### config.mk
export PLATFORM = sky130hd
export DESIGN_NAME = xcsb_ctrl
export DESIGN_NICKNAME = d
export VERILOG_FILES = /design/src/hw/rtl/xcsb_pkg.sv /design/src/hw/rtl/xcsb_ctrl.sv
export VERILOG_INCLUDE_DIRS = /design/src /design/src/hw/rtl
export SDC_FILE = /design/constraint.sdc
export NUM_CORES = 1
export LEC_CHECK = 0
export BUFFER_PORTS_ARGS = -buffer_cell sky130_fd_sc_hd__buf_2
export CAP_MARGIN = 20
export CORE_AREA = 2 2 503 505
export DETAILED_ROUTE_END_ITERATION = 10
export DIE_AREA = 0 0 505 507
export PLACE_DENSITY_LB_ADDON = 0.1
export SLEW_MARGIN = 0
export SYNTH_ARGS = -nofsm -noshare
export SYNTH_HDL_FRONTEND = slang
export SYNTH_SLANG_ARGS = --single-unit
export TNS_END_PERCENT = 1
### constraint.sdc
create_clock -name clk_i -period 20.9 [get_ports clk_i]
set_clock_uncertainty 0.2 [all_clocks]
set_input_delay 3.135 -clock clk_i [delete_from_list [all_inputs] [get_ports clk_i]]
set_output_delay 3.135 -clock clk_i [all_outputs]
set_load 0.01 [all_outputs]
### src/hw/rtl/assert_macros.svh
// Assertion macros for the RTL; xcsb_ctrl includes them.
`ifndef ASSERT_MACROS_SVH
`define ASSERT_MACROS_SVH

// Property must hold at every edge outside reset.
`define XCSB_ASSERT(lbl, prop, msg) \
  lbl: assert property (@(posedge clk_i) disable iff (!rst_ni) (prop)) else $error(msg);

// Expression must never be true outside reset.
`define XCSB_NEVER(lbl, expr, msg) \
  lbl: assert property (@(posedge clk_i) disable iff (!rst_ni) !(expr)) else $error(msg);

`endif

### src/hw/rtl/xcsb_pkg.sv
// Package: types, request codes and defaults for the cut signature bridge unit.
package xcsb_pkg;

  localparam int unsigned MAX_NODES = 1024;
  localparam int unsigned MAX_EDGES = 4096;
  localparam int unsigned LABEL_W   = 128;

  localparam logic [2:0] REQ_LOAD_NODE = 3'd0;
  localparam logic [2:0] REQ_LOAD_EDGE = 3'd1;
  localparam logic [2:0] REQ_COMPUTE   = 3'd2;
  localparam logic [2:0] REQ_READ      = 3'd3;
  localparam logic [2:0] REQ_CLEAR     = 3'd4;

  typedef struct packed {
    logic [2:0]  req_type;
    logic [9:0]  node_id;
    logic [9:0]  parent_node;
    logic [11:0] link_edge;
    logic [11:0] edge_id;
    logic [9:0]  end_a;
    logic [9:0]  end_b;
    logic [63:0] label_high;
    logic [63:0] label_low;
  } req_t;

  typedef struct packed {
    logic [11:0] result_edge;
    logic [63:0] sig_high;
    logic [63:0] sig_low;
    logic        tree_flag;
    logic        bridge_flag;
  } res_t;

  typedef struct packed {
    logic order;
    logic info;
    logic acc;
  } node_we_t;

  typedef struct packed {
    logic info;
    logic sig;
    logic tree;
  } edge_we_t;

endpackage

### src/hw/rtl/xcsb_ctrl.sv
// Sequencer: loads, clearing sweep, mark / edge / reverse-walk passes and reads.
`include "assert_macros.svh"
module xcsb_ctrl #(
  parameter int unsigned MaxNodes = xcsb_pkg::MAX_NODES,
  parameter int unsigned MaxEdges = xcsb_pkg::MAX_EDGES,
  localparam int unsigned NW = $clog2(MaxNodes),
  localparam int unsigned EW = (MaxEdges > 1) ? $clog2(MaxEdges) : 1
) (
  input  logic                         clk_i,
  input  logic                         rst_ni,
  input  logic                         start_i,
  output logic                         busy_o,
  input  xcsb_pkg::req_t               req_i,
  output logic                         result_valid_o,
  output xcsb_pkg::res_t               result_o,
  // node memory
  output xcsb_pkg::node_we_t           nwe_o,
  output logic [NW-1:0]                order_waddr_o,
  output logic [NW-1:0]                order_wdata_o,
  output logic [NW-1:0]                order_raddr_o,
  input  logic [NW-1:0]                order_rdata_i,
  output logic [NW-1:0]                info_waddr_o,
  output logic [NW-1:0]                parent_wdata_o,
  output logic [11:0]                  pedge_wdata_o,
  output logic [NW-1:0]                info_raddr_o,
  input  logic [NW-1:0]                parent_rdata_i,
  input  logic [11:0]                  pedge_rdata_i,
  output logic [NW-1:0]                acc_waddr_o,
  output logic [xcsb_pkg::LABEL_W-1:0] acc_wdata_o,
  output logic [NW-1:0]                acc_raddr_o,
  input  logic [xcsb_pkg::LABEL_W-1:0] acc_rdata_i,
  // edge memory
  output xcsb_pkg::edge_we_t           ewe_o,
  output logic [EW-1:0]                e_waddr_o,
  output logic [EW-1:0]                e_raddr_o,
  output logic [NW-1:0]                end_a_wdata_o,
  output logic [NW-1:0]                end_b_wdata_o,
  output logic [xcsb_pkg::LABEL_W-1:0] label_wdata_o,
  output logic [xcsb_pkg::LABEL_W-1:0] sig_wdata_o,
  output logic                         tree_wdata_o,
  input  logic [NW-1:0]                end_a_rdata_i,
  input  logic [NW-1:0]                end_b_rdata_i,
  input  logic [xcsb_pkg::LABEL_W-1:0] label_rdata_i,
  input  logic [xcsb_pkg::LABEL_W-1:0] sig_rdata_i,
  input  logic                         tree_rdata_i
);

  localparam int unsigned SDepth = (MaxNodes > MaxEdges) ? MaxNodes : MaxEdges;
  localparam int unsigned SW     = $clog2(SDepth);

  localparam logic [3:0] S_IDLE  = 4'd0;
  localparam logic [3:0] S_SWEEP = 4'd1;
  localparam logic [3:0] S_M0    = 4'd2;
  localparam logic [3:0] S_M1    = 4'd3;
  localparam logic [3:0] S_M2    = 4'd4;
  localparam logic [3:0] S_E0    = 4'd5;
  localparam logic [3:0] S_E1    = 4'd6;
  localparam logic [3:0] S_E2    = 4'd7;
  localparam logic [3:0] S_E3    = 4'd8;
  localparam logic [3:0] S_W0    = 4'd9;
  localparam logic [3:0] S_W1    = 4'd10;
  localparam logic [3:0] S_W2    = 4'd11;
  localparam logic [3:0] S_W3    = 4'd12;

  logic [3:0]                   state_q, state_d;
  logic [SW-1:0]                sweep_q, sweep_d;
  logic                         cmp_q, cmp_d;
  logic [NW:0]                  ncnt_q, ncnt_d;
  logic [EW:0]                  ecnt_q, ecnt_d;
  logic [NW:0]                  k_q, k_d;
  logic [EW:0]                  e_q, e_d;
  logic [NW-1:0]                v_q, v_d;
  logic [NW-1:0]                a_q, a_d;
  logic [NW-1:0]                b_q, b_d;
  logic [xcsb_pkg::LABEL_W-1:0] val_q, val_d;
  logic                         rv_q, rv_d;
  logic                         oor_q, oor_d;
  logic [11:0]                  redge_q, redge_d;

  logic accept;
  logic node_ok, edge_ok, pe_ok, pe_ok_m;
  logic [EW:0] eid_ext;
  logic [xcsb_pkg::LABEL_W-1:0] sig_out;

  assign busy_o  = (state_q != S_IDLE);
  assign accept  = start_i && !busy_o;
  assign node_ok = (ncnt_q < (NW+1)'(MaxNodes)) && (32'(req_i.node_id) < MaxNodes)
                   && (32'(req_i.parent_node) < MaxNodes);
  assign edge_ok = (32'(req_i.edge_id) < MaxEdges) && (32'(req_i.end_a) < MaxNodes)
                   && (32'(req_i.end_b) < MaxNodes);
  assign eid_ext = (EW+1)'(req_i.edge_id) + (EW+1)'(1);
  assign pe_ok   = 32'(pedge_rdata_i) < 32'(ecnt_q);
  assign pe_ok_m = pe_ok && (parent_rdata_i != v_q);

  assign sig_out = oor_q ? '0 : sig_rdata_i;
  assign result_valid_o       = rv_q;
  assign result_o.result_edge = redge_q;
  assign result_o.sig_high    = sig_out[127:64];
  assign result_o.sig_low     = sig_out[63:0];
  assign result_o.tree_flag   = tree_rdata_i && !oor_q;
  assign result_o.bridge_flag = tree_rdata_i && !oor_q && (sig_out == '0);

  always_comb begin
    state_d = state_q;
    sweep_d = sweep_q;
    cmp_d   = cmp_q;
    ncnt_d  = ncnt_q;
    ecnt_d  = ecnt_q;
    k_d     = k_q;
    e_d     = e_q;
    v_d     = v_q;
    a_d     = a_q;
    b_d     = b_q;
    val_d   = val_q;
    rv_d    = 1'b0;
    oor_d   = oor_q;
    redge_d = redge_q;

    nwe_o          = '0;
    order_waddr_o  = NW'(ncnt_q);
    order_wdata_o  = NW'(req_i.node_id);
    order_raddr_o  = NW'(k_q);
    info_waddr_o   = NW'(req_i.node_id);
    parent_wdata_o = NW'(req_i.parent_node);
    pedge_wdata_o  = req_i.link_edge;
    info_raddr_o   = order_rdata_i;
    acc_waddr_o    = NW'(sweep_q);
    acc_wdata_o    = '0;
    acc_raddr_o    = order_rdata_i;
    ewe_o          = '0;
    e_waddr_o      = EW'(req_i.edge_id);
    e_raddr_o      = EW'(req_i.edge_id);
    end_a_wdata_o  = NW'(req_i.end_a);
    end_b_wdata_o  = NW'(req_i.end_b);
    label_wdata_o  = {req_i.label_high, req_i.label_low};
    sig_wdata_o    = '0;
    tree_wdata_o   = 1'b0;

    unique case (state_q)
      S_IDLE: begin
        if (accept) begin
          unique case (req_i.req_type)
            xcsb_pkg::REQ_LOAD_NODE: begin
              if (node_ok) begin
                nwe_o.order = 1'b1;
                nwe_o.info  = 1'b1;
                ncnt_d      = ncnt_q + (NW+1)'(1);
              end
            end
            xcsb_pkg::REQ_LOAD_EDGE: begin
              if (edge_ok) begin
                ewe_o.info = 1'b1;
                if (eid_ext > ecnt_q) ecnt_d = eid_ext;
              end
            end
            xcsb_pkg::REQ_COMPUTE: begin
              state_d = S_SWEEP;
              sweep_d = '0;
              cmp_d   = 1'b1;
            end
            xcsb_pkg::REQ_READ: begin
              rv_d    = 1'b1;
              oor_d   = !(32'(req_i.edge_id) < MaxEdges);
              redge_d = req_i.edge_id;
            end
            xcsb_pkg::REQ_CLEAR: begin
              state_d = S_SWEEP;
              sweep_d = '0;
              cmp_d   = 1'b0;
              ncnt_d  = '0;
              ecnt_d  = '0;
            end
            default: ;
          endcase
        end
      end
      S_SWEEP: begin
        if (32'(sweep_q) < MaxNodes) nwe_o.acc = 1'b1;
        if (32'(sweep_q) < MaxEdges) begin
          ewe_o.sig  = 1'b1;
          ewe_o.tree = 1'b1;
        end
        e_waddr_o = EW'(sweep_q);
        sweep_d   = sweep_q + SW'(1);
        if (32'(sweep_q) == SDepth - 1) begin
          k_d = '0;
          e_d = '0;
          if (!cmp_q) state_d = S_IDLE;
          else if (ncnt_q != '0) state_d = S_M0;
          else if (ecnt_q != '0) state_d = S_E0;
          else state_d = S_IDLE;
        end
      end
      S_M0: state_d = S_M1;
      S_M1: begin
        v_d     = order_rdata_i;
        state_d = S_M2;
      end
      S_M2: begin
        e_waddr_o    = EW'(pedge_rdata_i);
        tree_wdata_o = 1'b1;
        ewe_o.tree   = pe_ok_m;
        k_d          = k_q + (NW+1)'(1);
        if (k_d == ncnt_q) begin
          e_d     = '0;
          state_d = (ecnt_q != '0) ? S_E0 : S_W0;
          k_d     = ncnt_q;
        end else begin
          state_d = S_M0;
        end
      end
      S_E0: begin
        e_raddr_o = EW'(e_q);
        state_d   = S_E1;
      end
      S_E1: begin
        a_d   = end_a_rdata_i;
        b_d   = end_b_rdata_i;
        val_d = label_rdata_i;
        if (tree_rdata_i || (end_a_rdata_i == end_b_rdata_i)) begin
          e_d = e_q + (EW+1)'(1);
          if (e_d == ecnt_q) begin
            k_d     = ncnt_q;
            state_d = (ncnt_q != '0) ? S_W0 : S_IDLE;
          end else begin
            state_d = S_E0;
          end
        end else begin
          e_waddr_o   = EW'(e_q);
          sig_wdata_o = label_rdata_i;
          ewe_o.sig   = 1'b1;
          acc_raddr_o = end_a_rdata_i;
          state_d     = S_E2;
        end
      end
      S_E2: begin
        acc_waddr_o = a_q;
        acc_wdata_o = acc_rdata_i ^ val_q;
        nwe_o.acc   = 1'b1;
        acc_raddr_o = b_q;
        state_d     = S_E3;
      end
      S_E3: begin
        acc_waddr_o = b_q;
        acc_wdata_o = acc_rdata_i ^ val_q;
        nwe_o.acc   = 1'b1;
        e_d         = e_q + (EW+1)'(1);
        if (e_d == ecnt_q) begin
          k_d     = ncnt_q;
          state_d = (ncnt_q != '0) ? S_W0 : S_IDLE;
        end else begin
          state_d = S_E0;
        end
      end
      S_W0: begin
        order_raddr_o = NW'(k_q - (NW+1)'(1));
        state_d       = S_W1;
      end
      S_W1: begin
        v_d     = order_rdata_i;
        state_d = S_W2;
      end
      S_W2: begin
        val_d = acc_rdata_i;
        a_d   = parent_rdata_i;
        if (parent_rdata_i == v_q) begin
          k_d     = k_q - (NW+1)'(1);
          state_d = (k_q == (NW+1)'(1)) ? S_IDLE : S_W0;
        end else begin
          e_waddr_o   = EW'(pedge_rdata_i);
          sig_wdata_o = acc_rdata_i;
          ewe_o.sig   = pe_ok;
          acc_raddr_o = parent_rdata_i;
          state_d     = S_W3;
        end
      end
      S_W3: begin
        acc_waddr_o = a_q;
        acc_wdata_o = acc_rdata_i ^ val_q;
        nwe_o.acc   = 1'b1;
        k_d         = k_q - (NW+1)'(1);
        state_d     = (k_q == (NW+1)'(1)) ? S_IDLE : S_W0;
      end
      default: state_d = S_IDLE;
    endcase
  end

  always_ff @(posedge clk_i or negedge rst_ni) begin
    if (!rst_ni) begin
      state_q <= S_SWEEP;
      sweep_q <= '0;
      cmp_q   <= 1'b0;
      ncnt_q  <= '0;
      ecnt_q  <= '0;
      k_q     <= '0;
      e_q     <= '0;
      rv_q    <= 1'b0;
    end else begin
      state_q <= state_d;
      sweep_q <= sweep_d;
      cmp_q   <= cmp_d;
      ncnt_q  <= ncnt_d;
      ecnt_q  <= ecnt_d;
      k_q     <= k_d;
      e_q     <= e_d;
      rv_q    <= rv_d;
    end
  end

  always_ff @(posedge clk_i) begin
    v_q     <= v_d;
    a_q     <= a_d;
    b_q     <= b_d;
    val_q   <= val_d;
    oor_q   <= oor_d;
    redge_q <= redge_d;
  end

  `XCSB_ASSERT(a_res_after_read, rv_q |-> $past(accept && req_i.req_type == xcsb_pkg::REQ_READ),
               "result without a read transfer")
  `XCSB_NEVER(a_ncnt_range, ncnt_q > (NW+1)'(MaxNodes), "node count beyond depth")
  `XCSB_NEVER(a_ecnt_range, 32'(ecnt_q) > MaxEdges, "edge count beyond depth")
  `XCSB_NEVER(a_walk_k, (state_q == S_W0 || state_q == S_W3) && k_q == '0,
              "reverse walk with empty index")

endmodule

==> metrics.md, run 1 <==
| Metric | Value |
|---|---|
| PD cells | 76.61 nW/um^2 |
| TritonRoute pass-1 iters | 6 |
| Port Buffers | 935 |
| Most frequent cell after synthesis | nand2_1 |
| CTS tree | done |
| Met1 Routed Length | 55960 um |
| CP arrival | approximately 6 ns |
| Top-area cell type share of the netlist area | 26.53% |
| CTS Buf Count | 44 |
| Post-layout min period | 9.229 ns |
| Post-synth top area cell | edfxtp_1 |
| Area Growth Syn to Fin | 39.70% |
| CTS Sinks | 236 |
| Root Buffer | clkbuf_16 |
| CP Max Fanout | 63 |
| Vias in the first global route | 20400 |
| Dpl ws | roughly 12 ns |
| Share of cells above drive strength 1 | 37.79% |
| Synth area leaders | edfxtp_1, buf_4, nand2_1, dfrtp_1, xnor2_1 |
| Post-route clock period utilization | between 40 and 50% |
| First-pass GRT wire length | roughly 200000 um |
| Flops & latches, synth | 236 |
| IO Pins | 1306 |
| Post-synthesis sequential area ratio | 35.12% |
| Initial antenna violation count | 77 |
| DRT iter0 DRCs | roughly 1100 |
| Cts hold-fix bufs | 0 |
| Routed wl met3 | 15200 um |
| Via count | 19182 |
| Post-CTS resize count | 0 |
| DP HPWL | ~120000 um |
| CTS max path bufs | 3 |
| Max VDD drop | 0.05013 mV |
| Floorplan core area | 250500 um^2 |
| Post-synth EDFFs | 170 |
| Worst EP required | 17.57 ns |
| Vias per inst | approximately 3 |
| Final hold vios | 0 |
| TNS Setup | 0 ns |
| Final Setup Violations | 0 |
| Status | completed |
| Final wirelength | 149400 um |
| Max Cap Viol | 0 |
| Hold WC Path Type | register to register |
| Routed len/inst | 23.93 um |
| Max Slew Vio Count | 0 |
| Mapped cell area | 19240 um^2 |
| Overflow after GRT | 0 |
| Die width | 505 um |
| Slew margin rel. | between 20% and 30% |
| Rows | around 180 |
| Ys flop type | edfxtp_1 |
| Top layer in use | met5 |
| CP Capture Type | output port |
| Die ar. | approximately 260000 um^2 |
| Mapped Nets | 2953 |
| Clk slew on worst S/H paths | 0.05 ns |
| Largest net degree at the start of global routing | 112 |
| CTS HTree Levels | 2 |
| WS Path Type | input port to output port |
| RePlAce Congestion | 0.8315 |
| Worst-Margin Slew | 1.137 ns |
| Initial Util | 7.683% |
| Yosys Warn Count | 0 |
| Hold Slack | approximately 0.34 ns |
| Gr usage total | between 10% and 20% |
| Post-DRT Antenna Nets | 0 |
| Die Y-Extent | between 500 and 600 um |
| Netlist cell types | 74 |
| Clk Latency, worst-skew pair | 0.65 ns |
| Startpoint Class | input port |
| P_leak | 0.01146 uW |
| Setup Buffers After CTS | 0 |
| Met2 wire len | 74530 um |
| Highest clock rate | 0.1084 GHz |
| Most frequent cells after synthesis | nand2_1, buf_4, nor2_1, xnor2_1, edfxtp_1 |
| Final setup margin | 11.67 ns |
| Synth Area per Inst | 8.418 um^2 |
| RSZ-0062 raised after global routing | no |
| Nets | 3506 |
| Post-synth ARST share | 27.97% |
| Gate Count Post-Synth | 2286 |
| Drc violations | 0 |
flip-flops by register name, summed over array words and instances (netlist names), 4 cells and up:
signal / flops
val_q: 128
state_q: 4
b_q: 10
v_q: 10
k_q: 11
ncnt_q: 11
e_q: 13
ecnt_q: 13
redge_q: 12
a_q: 10
sweep_q: 12
worst max-delay path: stages:
cell and delay, ns:
buf_2 0.12, xnor2_1 0.39, nand4_1 0.24, nor3_2 0.20, buf_4 0.39, nor2_4 0.03
buf_4 0.27, buf_4 0.41, a22o_1 0.31, buf_2 0.14
path summary, 6_finish.rpt:
check | start | end | slack, ns | cells after the start
worst max-delay path | parent_rdata_i[7] | sig_wdata_o[114] | 11.67 | 10
worst min-delay path | cmp_q$_DFFE_PN0P_ | cmp_q$_DFFE_PN0P_ | 0.34 | 2
worst max register to register | state_q[2]$_DFFE_PN0P_ | k_q[5]$_DFFE_PN0P_ | 16.57 | 9
worst min register to register | cmp_q$_DFFE_PN0P_ | cmp_q$_DFFE_PN0P_ | 0.34 | 2
max in group asynchronous | rst_ni | result_valid_o$_DFF_PN0_ | 17.22 | 2
min in group asynchronous | rst_ni | ncnt_q[3]$_DFFE_PN0P_ | 2.24 | 1
logic make-up after synthesis:
family | count (synthesis) | synth area share (%)
simple gates | 928 | 21.03
mux | 21 | 1.170
buf+inv | 512 | 16.84
flops | 236 | 35.12
compound gates | 334 | 13.62
fa+ha+maj | 32 | 2.081
xor+xnor | 223 | 10.15
area by class of cell:
class	instances	area, um^2
timing repair buffer	977	5034
inverter	42	157.7
sequential	236	6758
multi-input combinational	1538	9316
tap	3348	4189
antenna	20	50.05
fill	29380	223600
clock buffer	63	1242
clock inverter	18	136.4
where the power goes:
group	leakage [uW]	internal [uW]	switching [uW]
sequential	0.00242	540	86.0
clock	0.000672	416	328
combinational	0.00837	238	452
total	0.0115	1190	865
layout by cell type, fill, tap and decap left out, drive strengths merged, types with 15 or more instances in the layout:
master and n:
a21oi 36, a222oi 24, a22o 131, a31oi 15
buf 977, clkbuf 63, dfrtp 65, diode 20
edfxtp 170, ha 32, inv 45, nand2 511
nand3 24, nand4 29, nor2 204, nor3 42
nor4 48, o21ai 44, xnor2 174, xor2 49
through the flow:
step | total power, uW | cells | area (um^2) | util (%)
after floorplan | 995.3 | 2286 | 19240 | -
after global placement | 1356 | 6138 | 25410 | 10.14
after detailed placement | 1353 | 6141 | 25450 | 10.16
after CTS | 2143 | 6222 | 26830 | 10.71
after global routing | 2190 | 6229 | 26850 | 10.72
final | 2060 | 6242 | 26880 | 10.73
layer usage:
metal,track usage (%),vias to the layer above
li1,-,8716
met1,12.07,9283
met2,19.74,906
met3,5.173,211
met4,2.416,66
met5,0.3704,-
Power figures use the tool's default switching activity.
==> run 2, diff against run 1 <==
- clock period: 20.9 -> 8.2 ns (I/O delays scaled with it)
==> metrics.md, run 2 (synthesis gave the netlist of run 1 again) <==
| Metric | Value |
|---|---|
| Status | completed (unchanged) |
| Most common cell after layout, fill and taps aside | buf_2 (unchanged) |
| Setup Buffers After CTS | 0 (unchanged) |
| Die ar. | 256000 um^2 (unchanged) |
| Clk slew on worst S/H paths | 0.06 ns (was 0.05 ns) |
| Cts hold-fix bufs | 0 (unchanged) |
| Most frequent cells in the layout | buf_2, nand2_1, nor2_1 (unchanged) |
| TNS Setup | 0 ns (unchanged) |
| CP max-delay cell | dfrtp_1 (was buf_4) |
| Post-DRT Antenna Nets | 0 (unchanged) |
| Largest net degree at the start of global routing | 94 (was 112) |
| Final setup margin | 2.497 ns (was 11.67 ns) |
| RSZ-0062 raised after global routing | no (unchanged) |
| Initial Util | 7.683% (unchanged) |
| Hold WC Path Type | input port to asynchronous set/reset pin (was register to register) |
| Rows | 184 (unchanged) |
| Post-layout min period | 5.703 ns |
| Routed len/inst | 23.96 um (was 23.93 um) |
| Floorplan core area | 250500 um^2 (unchanged) |
| CP cell instances | nor2b_1 -> nand2_1 -> a311oi_4 -> buf_4 -> buf_4 -> nand2_1 -> a31oi_1 -> nor2_1 -> a41oi_1 -> buf_2 (was buf_2 -> xnor2_1 -> nand4_1 -> nor3_2 -> buf_4 -> nor2_4 -> buf_4 -> buf_4 -> a22o_1 -> buf_2) |
| Overflow after GRT | 0 (unchanged) |
| Final wirelength | 149700 um (was 149400 um) |
| Vias per inst | 3.082 (was 3.073) |
| Max VDD drop | 0.1324 mV (was 0.05013 mV) |
| CP arrival | 4.27 ns (was 5.89 ns) |
| Port Buffers | 935 (unchanged) |
| IO Pins | 1306 (unchanged) |
| Regs by FF count | val_q (128), e_q (13), ecnt_q (13) (unchanged) |
| Share of cells above drive strength 1 | 37.38% (was 37.79%) |
| CP Capture Type | output port (unchanged) |
| Slew margin rel. | 26.97% (was 23.53%) |
| Via count | 19251 (was 19182) |
| Die width | 505 um (unchanged) |
| Highest clock rate | 0.1753 GHz |
| CP Max Fanout | 46 (was 63) |
| Filler cell count | 29409 (was 29380) |
| Gr usage total | 11.18% (was 11.17%) |
| Nets | 3502 (was 3506) |
| Largest register FFs | 128 (unchanged) |
| CTS max path bufs | 3 (unchanged) |
| Largest Register | val_q (unchanged) |
| Post-route clock period utilization | 69.55% |
| Clk Latency, worst-skew pair | 0.66 ns (was 0.65 ns) |
| P_leak | 0.01147 uW (was 0.01146 uW) |
| Root Buffer | clkbuf_16 (unchanged) |
| Startpoint Class | register (was input port) |
| Final hold vios | 0 (unchanged) |
| Post-CTS resize count | 0 (unchanged) |
| CTS Buf Count | 45 (was 44) |
| Initial antenna violation count | 82 (was 77) |
| Max Cap Viol | 0 (unchanged) |
| CTS Sinks | 236 (unchanged) |
| PD cells | 197.5 nW/um^2 (was 76.61 nW/um^2) |
| Max Slew Vio Count | 0 (unchanged) |
| Worst-Margin Slew | 1.095 ns (was 1.137 ns) |
| TritonRoute pass-1 iters | 5 (was 6) |
| Dpl ws | 2.498 ns (was 11.53 ns) |
| Final Setup Violations | 0 (unchanged) |
| CTS tree | done (unchanged) |
| CTS HTree Levels | 2 (unchanged) |
| Area Growth Syn to Fin | 40.04% (was 39.70%) |
| WS Path Type | register to output port (was input port to output port) |
| Vias in the first global route | 20368 (was 20400) |
| DRT iter0 DRCs | 1051 (was 1073) |
| Worst EP required | 6.77 ns (was 17.57 ns) |
| First-pass GRT wire length | 195100 um (was 195400 um) |
| RePlAce Congestion | 0.8323 (was 0.8315) |
| Die Y-Extent | 507 um (unchanged) |
| Crit-path max cell delay | 0.71 ns (was 0.41 ns) |
| DP HPWL | 123300 um (was 122400 um) |
| Drc violations | 0 (unchanged) |
## run 2: critical path: cells and delay by family, from the launching register on
family	cells	cell delay [ns]
buf+inv	3	1.14
simple gates	4	0.92
compound gates	3	0.78
flops	1	0.71
## run 2: worst paths after layout
check / start / depth (start not counted) / slack (ns) / endpoint
worst min-delay path: rst_ni / 1 / 0.31 / ncnt_q[3]$_DFFE_PN0P_
worst max register to register: k_q[0]$_DFFE_PN0P_ / 9 / 4.00 / e_q[2]$_DFFE_PN0P_
worst max-delay path: state_q[1]$_DFFE_PN0P_ / 10 / 2.50 / e_waddr_o[2]
max in group asynchronous: rst_ni / 2 / 6.43 / ecnt_q[2]$_DFFE_PN0P_
worst min register to register: cmp_q$_DFFE_PN0P_ / 2 / 0.38 / cmp_q$_DFFE_PN0P_
min in group clk_i: cmp_q$_DFFE_PN0P_ / 2 / 0.38 / cmp_q$_DFFE_PN0P_
## run 2: power breakdown
| group | switching (uW) | internal (uW) |
|---|---|---|
| Combinational | 1140 | 601 |
| Clock | 811 | 1160 |
| Sequential | 237 | 1380 |
## run 2: area by class of cell
| cell class | instances | area, um^2 | area share, % |
|---|---|---|---|
| antenna | 31 | 77.57 | 0.2879 |
| clock buffer | 50 | 1145 | 4.248 |
| clock inverter | 30 | 307.8 | 1.142 |
| inverter | 42 | 157.7 | 0.5850 |
| multi-input combinational | 1538 | 9316 | 34.57 |
| sequential | 236 | 6758 | 25.08 |
| tap | 3348 | 4189 | 15.54 |
| timing repair buffer | 972 | 4997 | 18.54 |
## run 2: stage by stage
| stage | power, uW | util (%) | cell area, um^2 | cells | hold slack [ns] |
|---|---|---|---|---|---|
| final | 5321 | 10.76 | 26950 | 6247 | 0.3125 |
| after global routing | 5652 | 10.73 | 26890 | 6223 | 0.2866 |
| after CTS | 5532 | 10.73 | 26870 | 6216 | 0.2588 |
| after detailed placement | 3458 | 10.15 | 25420 | 6136 | 0.3350 |
| after global placement | 3490 | 10.15 | 25420 | 6136 | 0.3544 |
| after floorplan | 2537 | - | 19240 | 2286 | 0.2887 |
## run 2: layer usage
metal,up-vias,track usage [%],part of all wire (%)
met5,-,0.3704,0.37
met2,940,19.46,49
met3,248,5.038,9.8
met4,74,3.177,2.8
met1,9263,12.13,38
li1,8726,-,-
==> run 3, diff against run 2 <==
- clock period: 8.2 -> 4.6 ns (I/O delays scaled with it)
==> metrics.md, run 3 (synthesis gave the netlist of run 1 again) <==
| Metric | Value |
|---|---|
| Status | completed (unchanged) |
| Crit-path max cell delay | 0.58 ns (was 0.71 ns) |
| Initial Util | 7.683% (unchanged) |
| Max Slew Vio Count | 0 (unchanged) |
| FF-to-FF End | k_q[9]$_DFFE_PN0P_ (was e_q[2]$_DFFE_PN0P_) |
| Overflow after GRT | 0 (unchanged) |
| Hold path startpoint | req_i[153] |
| Worst EP required | 3.71 ns (was 6.77 ns) |
| DP HPWL | 125400 um (was 123300 um) |
| RePlAce Congestion | 0.8207 (was 0.8323) |
| CTS Sinks | 236 (unchanged) |
| WHS Path Cells | 1 |
| Final setup margin | 0.09160 ns (was 2.497 ns) |
| Max VDD drop | 0.2492 mV (was 0.1324 mV) |
| Vias in the first global route | 20604 (was 20368) |
| WS Path Type | input port to output port (was register to output port) |
| Clk slew on worst S/H paths | 0.05 ns (was 0.06 ns) |
| Hold WC Path Type | input port to register (was input port to asynchronous set/reset pin) |
| Regs by FF count | val_q (128), e_q (13), ecnt_q (13) (unchanged) |
| PD cells | 349.2 nW/um^2 (was 197.5 nW/um^2) |
| Drc violations | 0 (unchanged) |
| Worst Hold End | redge_q[5]$_DFFE_PP_ |
| Routed len/inst | 24.22 um (was 23.96 um) |
| Post-layout min period | approximately 4.5 ns |
| RSZ-0062 raised after global routing | no (unchanged) |
| Post-route clock period utilization | 98.01% |
| FF-to-FF path depth | 10 (was 9) |
| Largest register FFs | 128 (unchanged) |
| DRT iter0 DRCs | 999 (was 1051) |
| Largest net degree at the start of global routing | 76 (was 94) |
| Dpl ws | 0.2732 ns (was 2.498 ns) |
| Worst-Margin Slew | 0.9839 ns (was 1.095 ns) |
| CP Capture Type | output port (unchanged) |
| Post-DRT Antenna Nets | 0 (unchanged) |
| Via count | 19401 (was 19251) |
| Floorplan core area | 250500 um^2 (unchanged) |
| Clk Latency, worst-skew pair | 0.64 ns (was 0.66 ns) |
| First-pass GRT wire length | 198800 um (was 195100 um) |
| Startpoint Class | input port (was register) |
| CTS Buf Count | 44 (was 45) |
| Pwr Total | 9652 uW (was 5321 uW) |
| Final wirelength | 152900 um (was 149700 um) |
| Initial antenna violation count | 84 (was 82) |
| Worst r2r src | e_q[0]$_DFFE_PN0P_ (was k_q[0]$_DFFE_PN0P_) |
| Vias per inst | 3.073 (was 3.082) |
| Root Buffer | clkbuf_16 (unchanged) |
| CP Max Fanout | 75 (was 46) |
| Non-Filler Instances | 6314 (was 6247) |
| Largest Register | val_q (unchanged) |
| CP cell instances | dlygate4sd3_1 -> buf_2 -> xor2_1 -> buf_4 -> nor4_2 -> a311oi_4 -> buf_12 -> buf_4 -> a22o_1 -> buf_2 (was nor2b_1 -> nand2_1 -> a311oi_4 -> buf_4 -> buf_4 -> nand2_1 -> a31oi_1 -> nor2_1 -> a41oi_1 -> buf_2) |
| Final hold vios | 0 (unchanged) |
| CP arrival | 3.62 ns (was 4.27 ns) |
| Rows | 184 (unchanged) |
| Slew margin rel. | 34.41% (was 26.97%) |
| CTS max path bufs | 3 (unchanged) |
| P_leak | 0.01188 uW (was 0.01147 uW) |
| Placed cell count | 6197 (was 6136) |
| Setup Buffers After CTS | 0 (unchanged) |
| Placed cell areas | 25990 um^2 (was 25420 um^2) |
| IO Pins | 1306 (unchanged) |
| Die width | 505 um (unchanged) |
| Die ar. | 256000 um^2 (unchanged) |
| Final Setup Violations | 0 (unchanged) |
| Share of cells above drive strength 1 | 38.90% (was 37.38%) |
| Most common cell after layout, fill and taps aside | buf_2 (unchanged) |
| Max Cap Viol | 0 (unchanged) |
| Area Growth Syn to Fin | 43.63% (was 40.04%) |
| Gr usage total | 11.42% (was 11.18%) |
| Highest clock rate | ~0.22 GHz |
| CTS HTree Levels | 2 (unchanged) |
| Reg-to-reg slack, setup | 0.96 ns (was 4.00 ns) |
| Die Y-Extent | 507 um (unchanged) |
| TritonRoute pass-1 iters | 5 (unchanged) |
| CP max-delay cell | dlygate4sd3_1 (was dfrtp_1) |
| Port Buffers | 935 (unchanged) |
| CTS tree | done (unchanged) |
| Nets | 3574 (was 3502) |
| Final Cell Area | 27640 um^2 (was 26950 um^2) |
| Most frequent cells in the layout | buf_2, nand2_1, nor2_1 (unchanged) |
run 3: critical path, delay by kind of cell:
family | cells | cell delay [ns]
buf+inv | 6 | 1.70
xor+xnor | 1 | 0.15
simple gates | 1 | 0.07
compound gates | 2 | 0.73
run 3: worst max path at each step:
stage | start | endpoint | slack [ns] | cells after the start
final | end_b_rdata_i[7] | sig_wdata_o[83] | 0.09 | 10
after global routing | end_b_rdata_i[7] | sig_wdata_o[84] | 0.02 | 10
after CTS | end_b_rdata_i[0] | acc_raddr_o[2] | 0.02 | 13
after detailed placement | parent_rdata_i[6] | e_waddr_o[5] | 0.27 | 10
after global placement | parent_rdata_i[5] | sig_wdata_o[51] | -0.06 | 9
after floorplan | state_q[0]$_DFFE_PN1P_ | acc_raddr_o[0] | 0.58 | 6
run 3: report_power, final:
group          switching (uW)  internal, uW  total (uW)
Sequential                268          2460        2730
Clock                    1470          2030        3510
Combinational            2200          1220        3420
run 3: per-stage QoR:
step                utilization [%]  hold WS [ns]   TNS, ns
finish                        11.03       0.09368         0
global route                  11.02       0.02350         0
CTS                           11.01      0.003432         0
detailed placement            10.38        0.3291         0
global placement              10.37        0.3223  -0.07649
floorplan                         -        0.1944         0
run 3: area by class of cell:
type,instances,area (um^2)
fill,29312,222800
timing repair buffer,1045,5689
clock inverter,26,260.3
sequential,236,6758
antenna,25,62.56
clock buffer,54,1170
multi-input combinational,1538,9354
inverter,42,157.7
tap,3348,4189
run 3: metal layers:
| metal | wire (um) | up-vias | GRT usage [%] |
|---|---|---|---|
| met3 | 14070 | 213 | 4.636 |
| met2 | 76800 | 925 | 20.33 |
| met5 | 778 | - | 0.8704 |
| met4 | 3351 | 80 | 2.574 |
| met1 | 57900 | 9335 | 12.54 |
| li1 | - | 8848 | - |
run 3: what timing repair did:
item                       in CTS  in global routing
hold buffers                   12                  0
hold endpoints to repair       35                  0
resized for setup               6                  1
setup endpoints to repair      10                  2
